## src/hdl/rxot_pkg.sv

```systemverilog
// ----------------------------------------------------------------------------
// rxot_pkg
// Shared types, codes and helper functions for the rotational-XOR offset
// table sorter.
// ----------------------------------------------------------------------------
package rxot_pkg;

  // Item actions
  localparam logic ACT_BUILD = 1'b0;
  localparam logic ACT_READ  = 1'b1;

  // Result status codes
  localparam logic [1:0] ST_OK       = 2'd0;
  localparam logic [1:0] ST_BAD_CFG  = 2'd1;
  localparam logic [1:0] ST_BAD_RANK = 2'd2;

  // Configuration register indexes
  localparam logic [2:0] CFG_ROT_AMOUNT = 3'd0;
  localparam logic [2:0] CFG_WORD_BITS  = 3'd1;
  localparam logic [2:0] CFG_EK_NONE    = 3'd2;
  localparam logic [2:0] CFG_EK_RIGHT   = 3'd3;
  localparam logic [2:0] CFG_EK_LEFT    = 3'd4;
  localparam logic [2:0] CFG_EK_BOTH    = 3'd5;

  // Configuration reset values (Q8.8 weights: 1.414 and 3.0)
  localparam logic [5:0]  ROT_RESET   = 6'd1;
  localparam logic [6:0]  WORD_RESET  = 7'd64;
  localparam logic [15:0] EK_LO_RESET = 16'd362;
  localparam logic [15:0] EK_HI_RESET = 16'd768;

  localparam int WEIGHT_W = 17;
  localparam int FIELD_W  = 11;

  typedef struct packed {
    logic [5:0]  rot_amount;
    logic [6:0]  word_bits;
    logic [15:0] ek_none;
    logic [15:0] ek_right;
    logic [15:0] ek_left;
    logic [15:0] ek_both;
  } cfg_t;

  // Generation phases, in table order
  typedef enum logic [1:0] {
    PH_ZERO = 2'd0,
    PH_U    = 2'd1,
    PH_V    = 2'd2,
    PH_UV   = 2'd3
  } gen_phase_t;

  typedef struct packed {
    gen_phase_t phase;
    logic [5:0] a;
    logic [5:0] b;
  } entry_req_t;

  // Mask of len = i+1 low ones
  function automatic logic [63:0] low_ones(input logic [5:0] i);
    return {64{1'b1}} >> (6'd63 - i);
  endfunction

  // Integer weight of mask i out of len masks
  function automatic logic [6:0] mask_weight(input logic [5:0] i, input logic [6:0] len);
    logic [6:0] ip1;
    ip1 = {1'b0, i} + 7'd1;
    return (ip1 < len) ? ip1 : len - 7'd1;
  endfunction

endpackage

```

## src/hdl/rxot_entry_gen.sv

```systemverilog
// ----------------------------------------------------------------------------
// rxot_entry_gen
// Offset mask and Q9.8 weight of one table entry from its generation
// position (phase, u index a, v index b).
// ----------------------------------------------------------------------------
module rxot_entry_gen (
  input  rxot_pkg::entry_req_t req,
  input  rxot_pkg::cfg_t       cfg,
  output logic [63:0]          mask,
  output logic [16:0]          weight
);
  import rxot_pkg::*;

  logic [6:0]  m_len;
  logic [6:0]  wu;
  logic [6:0]  wv;
  logic [63:0] u_mask;
  logic [63:0] v_mask;
  logic [15:0] ek_sel;
  logic [7:0]  int_w;

  assign m_len  = cfg.word_bits - {1'b0, cfg.rot_amount};
  assign wu     = mask_weight(req.a, {1'b0, cfg.rot_amount});
  assign wv     = mask_weight(req.b, m_len);
  assign u_mask = low_ones(req.a);
  assign v_mask = low_ones(req.b) << cfg.rot_amount;

  // Select mask, Ek and integer weight by phase
  always_comb begin
    case (req.phase)
      PH_ZERO: begin
        mask = '0; ek_sel = cfg.ek_none; int_w = '0;
      end
      PH_U: begin
        mask = u_mask; ek_sel = cfg.ek_right; int_w = {1'b0, wu};
      end
      PH_V: begin
        mask = v_mask; ek_sel = cfg.ek_left; int_w = {1'b0, wv};
      end
      PH_UV: begin
        mask = v_mask ^ u_mask; ek_sel = cfg.ek_both; int_w = {1'b0, wu} + {1'b0, wv};
      end
      default: begin
        mask = '0; ek_sel = cfg.ek_none; int_w = '0;
      end
    endcase
  end

  assign weight = {1'b0, ek_sel} + {1'b0, int_w, 8'h00};

endmodule

```

## config.mk

```make
export PLATFORM = sky130hd
export DESIGN_NAME = rxot_entry_gen
export DESIGN_NICKNAME = d
export VERILOG_FILES = /design/src/hdl/rxot_pkg.sv /design/src/hdl/rxot_entry_gen.sv
export SDC_FILE = /design/constraint.sdc
export NUM_CORES = 1
export LEC_CHECK = 0
export ABC_CLOCK_PERIOD_IN_PS = 10000
export CORE_MARGIN = 4
export CORE_UTILIZATION = 40
export DETAILED_ROUTE_END_ITERATION = 10
export DONT_BUFFER_PORTS = 1
export GPL_TIMING_DRIVEN = 0
export PLACE_DENSITY = 0.52
export SLEW_MARGIN = 30
export SYNTH_ARGS = -nofsm -noshare
export SYNTH_HDL_FRONTEND = slang
export SYNTH_SLANG_ARGS = --single-unit
```

## constraint.sdc

```tcl
create_clock -name vclk -period 10
set_input_delay 1 -clock vclk [all_inputs]
set_output_delay 1 -clock vclk [all_outputs]
set_load 0.1 [all_outputs]
```

Yosys cells after proc, flatten, opt, wreduce, memory -nomap -nowiden
Cells that the tools add are included.
{"block": "word_totals", "ff_bits": 0, "latchBits": 0, "ramBits": 0, "rom_bits": 0, "inputBits": 91, "output_inout_bits": 81, "wordCells": 24, "memories": 0}
{"block": "classes", "add_sub_neg": 9, "mul": 0, "n_div": 0, "n_lt_le_gt_ge": 2, "eq_ne": 3, "shift": 3, "n_mux": 5, "bitwise_logic": 1, "reduce_logical": 1}
{"operator": "$pmux 64 s4", "count": 1}
{"operator": "$shr 64x6->64 const A", "count": 2}
{"operator": "$pmux 16 s4", "count": 1}
{"operator": "$shl 64x6->64", "count": 1}
{"operator": "$xor 64x64->64", "count": 1}
{"operator": "$pmux 8 s4", "count": 1}
{"operator": "$add 16x16->17", "count": 1}
{"operator": "$add 6x1->7 const B", "count": 2}
{"operator": "$mux 7", "count": 2}
{"operator": "$sub 6x6->6 const A", "count": 2}
{"operator": "$add 7x7->8", "count": 1}
{"operator": "$lt 7x6->1", "count": 1}
{"operator": "$lt 7x7->1", "count": 1}
{"operator": "$sub 6x1->7 const B", "count": 1}
{"operator": "$sub 7x1->7 const B", "count": 1}
{"operator": "$sub 7x6->7", "count": 1}
{"operator": "$eq 2x2->1 const B", "count": 2}
{"operator": "$eq 2x1->1 const B", "count": 1}
{"operator": "$logic_not 2->1", "count": 1}

Logic depth before layout (Yosys ltp)
{"block": "depth", "ltp_word": 6, "ltp_mapped": 27, "ltp_nobuf": 26}

Worst setup path after synthesis
Ideal clock, no wire load.
{"block": "synth_path", "path_type": "input -> output", "startpoint": "input port cfg[73] (netlist name)", "endpoint": "output port weight[15]", "arrival_time_ns": 7.817, "t_required_ns": 9.000, "setup_slack_ns": 1.183, "path_stages": 26, "path_buffers": 3, "path_cell_list": "inv_1 buf_2 buf_2 buf_1 ha_1 o21ai_0 a21oi_1 nor2b_1 inv_1 ha_1 a21oi_1 maj3_1 o21ai_2 mux2_2 ha_1 fa_1 a21o_1 a21oi_1 o21ai_0 xor2_1 mux2_2 a22o_1 ha_1 nand2_1 o21ai_0 xor2_1"}
{"block": "synth_via", "elab_chain_cells": 6, "elab_cells_between_ends": 10, "classes_between": "add/sub (5); order compare (2); mux (3)"}
{"element": "start, declared", "line": "rxot_entry_gen.sv:8", "rtl": "input rxot_pkg::cfg_t cfg,"}
{"element": "$sub 7x6->7", "line": "rxot_entry_gen.sv:22", "rtl": "assign m_len = cfg.word_bits - {1'b0, cfg.rot_amount};"}
{"element": "$sub 7x1->7 / $lt 7x7->1 (equally long branches)", "line": "rxot_pkg.sv:66", "rtl": "return (ip1 < len) ? ip1 : len - 7'd1;"}
{"element": "$mux 7", "line": "rxot_pkg.sv:66"}
{"element": "$add 7x7->8", "line": "rxot_entry_gen.sv:41", "rtl": "mask = v_mask ^ u_mask; ek_sel = cfg.ek_both; int_w = {1'b0, wu} + {1'b0, wv};"}
{"element": "$pmux 8 s4 (*)", "line": "rxot_entry_gen.sv:30", "rtl": "case (req.phase)"}
{"element": "$add 16x16->17 (*)", "line": "rxot_entry_gen.sv:49", "rtl": "assign weight = {1'b0, ek_sel} + {1'b0, int_w, 8'h00};"}
{"element": "end, declared", "line": "rxot_entry_gen.sv:10", "rtl": "output logic [16:0] weight"}
Mark *: on every way between the ends. The rest lies on a longest branch, timed or not.

Final worst setup path
{"block": "layout_path", "startpoint": "input port cfg[75] (netlist name)", "endpoint": "output port weight[15]"}
Same word-level chain as after synthesis.

==> impl_results.md <==
- Post_cts resized: 0
- DP HPWL: 31500 µm
- Syn avg cell area: 6.67 µm²
- All-layer global routing usage: 36.5%
- Grt ovf: 0
- Most frequent cell after synthesis: nor2_1
- Area grow syn2layout: 25.5%
- Fin nets: 1280
- Power Density: 123 nW/µm²
- Post-layout util: 51.0%
- Top-Level Pins: 172
- Top-area cell type share of the netlist area: 7.32%
- Worst-Margin Slew: 1.12 ns
- Core Area: 18000 µm²
- Wire per inst: 28.9 µm
- Port Buffers: 0
- Fin crit share: 94.0%
- Final ANT Viol Nets: 0
- Max VDD drop: 280 µV
- Layout cells sized above 1: 19.3%
- Final cell count without fillers: 1371
- Data arrival, critical path: 8.40 ns
- N_diodes: 0
- Synth top cells by count: nor2_1 (143), nand2_1 (103), a21oi_1 (78)
- Vias in the first global route: 9512
- Max-Cap Viols: 0
- Status: finished clean
- Worst slew margin: 25.3%
- Total power: 0.00113 W
- Initial antenna violation count: 0
- Largest net degree at the start of global routing: 12
- RSZ-0062 raised after global routing: no
- Synthesized cell area: 7330 µm²
- # rows: 49
- Die ar.: 20600 µm²
- Final min period: 9.40 ns
- Vias: 9749
- Top cells by area, synth: nor2_1 (7.3%), xnor2_1 (7.3%), ha_1 (7.2%)
- Die W: 143 µm
- Vias/cell: 7.11
- Largest area contributor in the netlist: nor2_1
- Unique masters post-synth: 104
- Crit Path Class: in2out
- Seq Cell Count: 0
- P_leak: 3.56 nW
- Syn_nets: 1236
- Iteration-0 DRC count of the detailed router: 1640
- Crit path launch type: primary input
- Post-CTS Setup Bufs: 0
- Initial core utilization: 40.7%
- Post-Syn Instances: 1100
- Yosys warns: 0
- WP data required: 9.00 ns
- Placer Congestion: 1.04
- CP Capture Type: output pin
- Crit Path Max Fanout: 11
- Register area share after synthesis: 0%
- Register cell area after layout: 0 µm²
- Final setup fails: 0
- FMAX: 106 MHz
- DR pass1 iterations: 6
- DIE HEIGHT: 143 µm
- # clk buffers: 0
- Total wire length: 39600 µm
- Final hold vios: 0
- Final slew viol count: 0
- First-pass GRT wire length: 57800 µm
- Hold slack: 2.53 ns
- Cts hold-fix bufs: 0
- Hold Crit Class: in2out
- DRC Markers: 0
- Placed Cells: 1371
==> per-layer routing <==
layer  track usage [%]  wire length (µm)
met1              48.5             15000
met2              57.0             17200
met3              8.25              5300
met4              15.3              2160
met5                 0                 0
==> report_power, final <==
part	total, W	internal [W]	switching, W
clock network	0	0	0
logic	0.00113	0.000319	0.000815
registers	0	0	0
==> placed cells by master, fill, tap and decap left out, types with 7 or more instances in the layout <==
| cell | n |
|---|---|
| buf_8 | 33 |
| o22ai_1 | 16 |
| a211oi_1 | 11 |
| a22oi_1 | 8 |
| and2_1 | 12 |
| nor2b_1 | 11 |
| xnor2_1 | 19 |
| a21oi_1 | 78 |
| nand2b_1 | 8 |
| maj3_1 | 7 |
| o32ai_1 | 10 |
| o21ai_1 | 20 |
| xor2_4 | 27 |
| nor2_1 | 142 |
| mux4_2 | 16 |
| o21ai_0 | 75 |
| xnor2_2 | 42 |
| buf_1 | 13 |
| mux2_2 | 13 |
| and3_1 | 7 |
| o31ai_1 | 14 |
| o211ai_1 | 18 |
| ha_1 | 42 |
| inv_1 | 38 |
| nand2_1 | 103 |
| or3_1 | 8 |
| nand3_1 | 28 |
| clkbuf_1 | 49 |
| a31oi_1 | 12 |
| a21o_1 | 16 |
| buf_16 | 9 |
| mux2i_1 | 21 |
| buf_2 | 22 |
| nor3_1 | 25 |
==> stage by stage <==
step / setup TNS (ns) / cell area [µm²] / setup slack, ns
2_1_floorplan: 0 / 7330 / 1.18
3_3_place_gp: -0.0382 / 7620 / -0.0382
3_5_place_dp: 0 / 9200 / 0.455
4_1_cts: 0 / 9200 / 0.431
5_1_grt: 0 / 9200 / 0.305
6_report: 0 / 9200 / 0.600
==> kinds of logic after synthesis <==
group | after synthesis | synth area share (%)
AND/OR/NAND/NOR | 384 | 24.7
AO/OA/AOI/OAI | 381 | 37.1
buffers and inverters | 140 | 8.31
XOR/XNOR | 92 | 11.0
adder cells (fa/ha/maj) | 52 | 8.94
multiplexers | 51 | 9.98
==> worst max-delay path, stage by stage <==
cell      delay (ns)
clkbuf_1        0.28
clkinv_1        0.36
buf_1           0.43
clkbuf_1        0.47
ha_1            0.49
inv_1           0.09
a2111o_1        0.37
o311ai_0        0.14
inv_1           0.15
ha_1            0.30
nand2_1         0.05
o21ai_2         0.36
mux2_2          0.42
ha_1            0.24
fa_1            0.46
a21o_1          0.18
a21oi_1         0.22
o21ai_0         0.15
xor2_1          0.15
mux2_2          0.27
a22o_1          0.24
ha_1            0.42
nand2_1         0.08
o21ai_0         0.43
xor2_4          0.63
==> area by class of cell <==
type / count / area (µm²)
buffer: 95 / 439
tap: 229 / 287
timing repair buffer: 42 / 743
inverter: 45 / 171
fill: 1804 / 8820
multi-input combinational: 960 / 7560
==> worst paths after layout <==
kind,end,slack (ns),depth (start not counted),from
setup / recovery,weight[15],0.60,25,cfg[75]
hold / removal,mask[2],2.53,3,req[7]
Note: power is estimated with default switching activity, not from simulation.
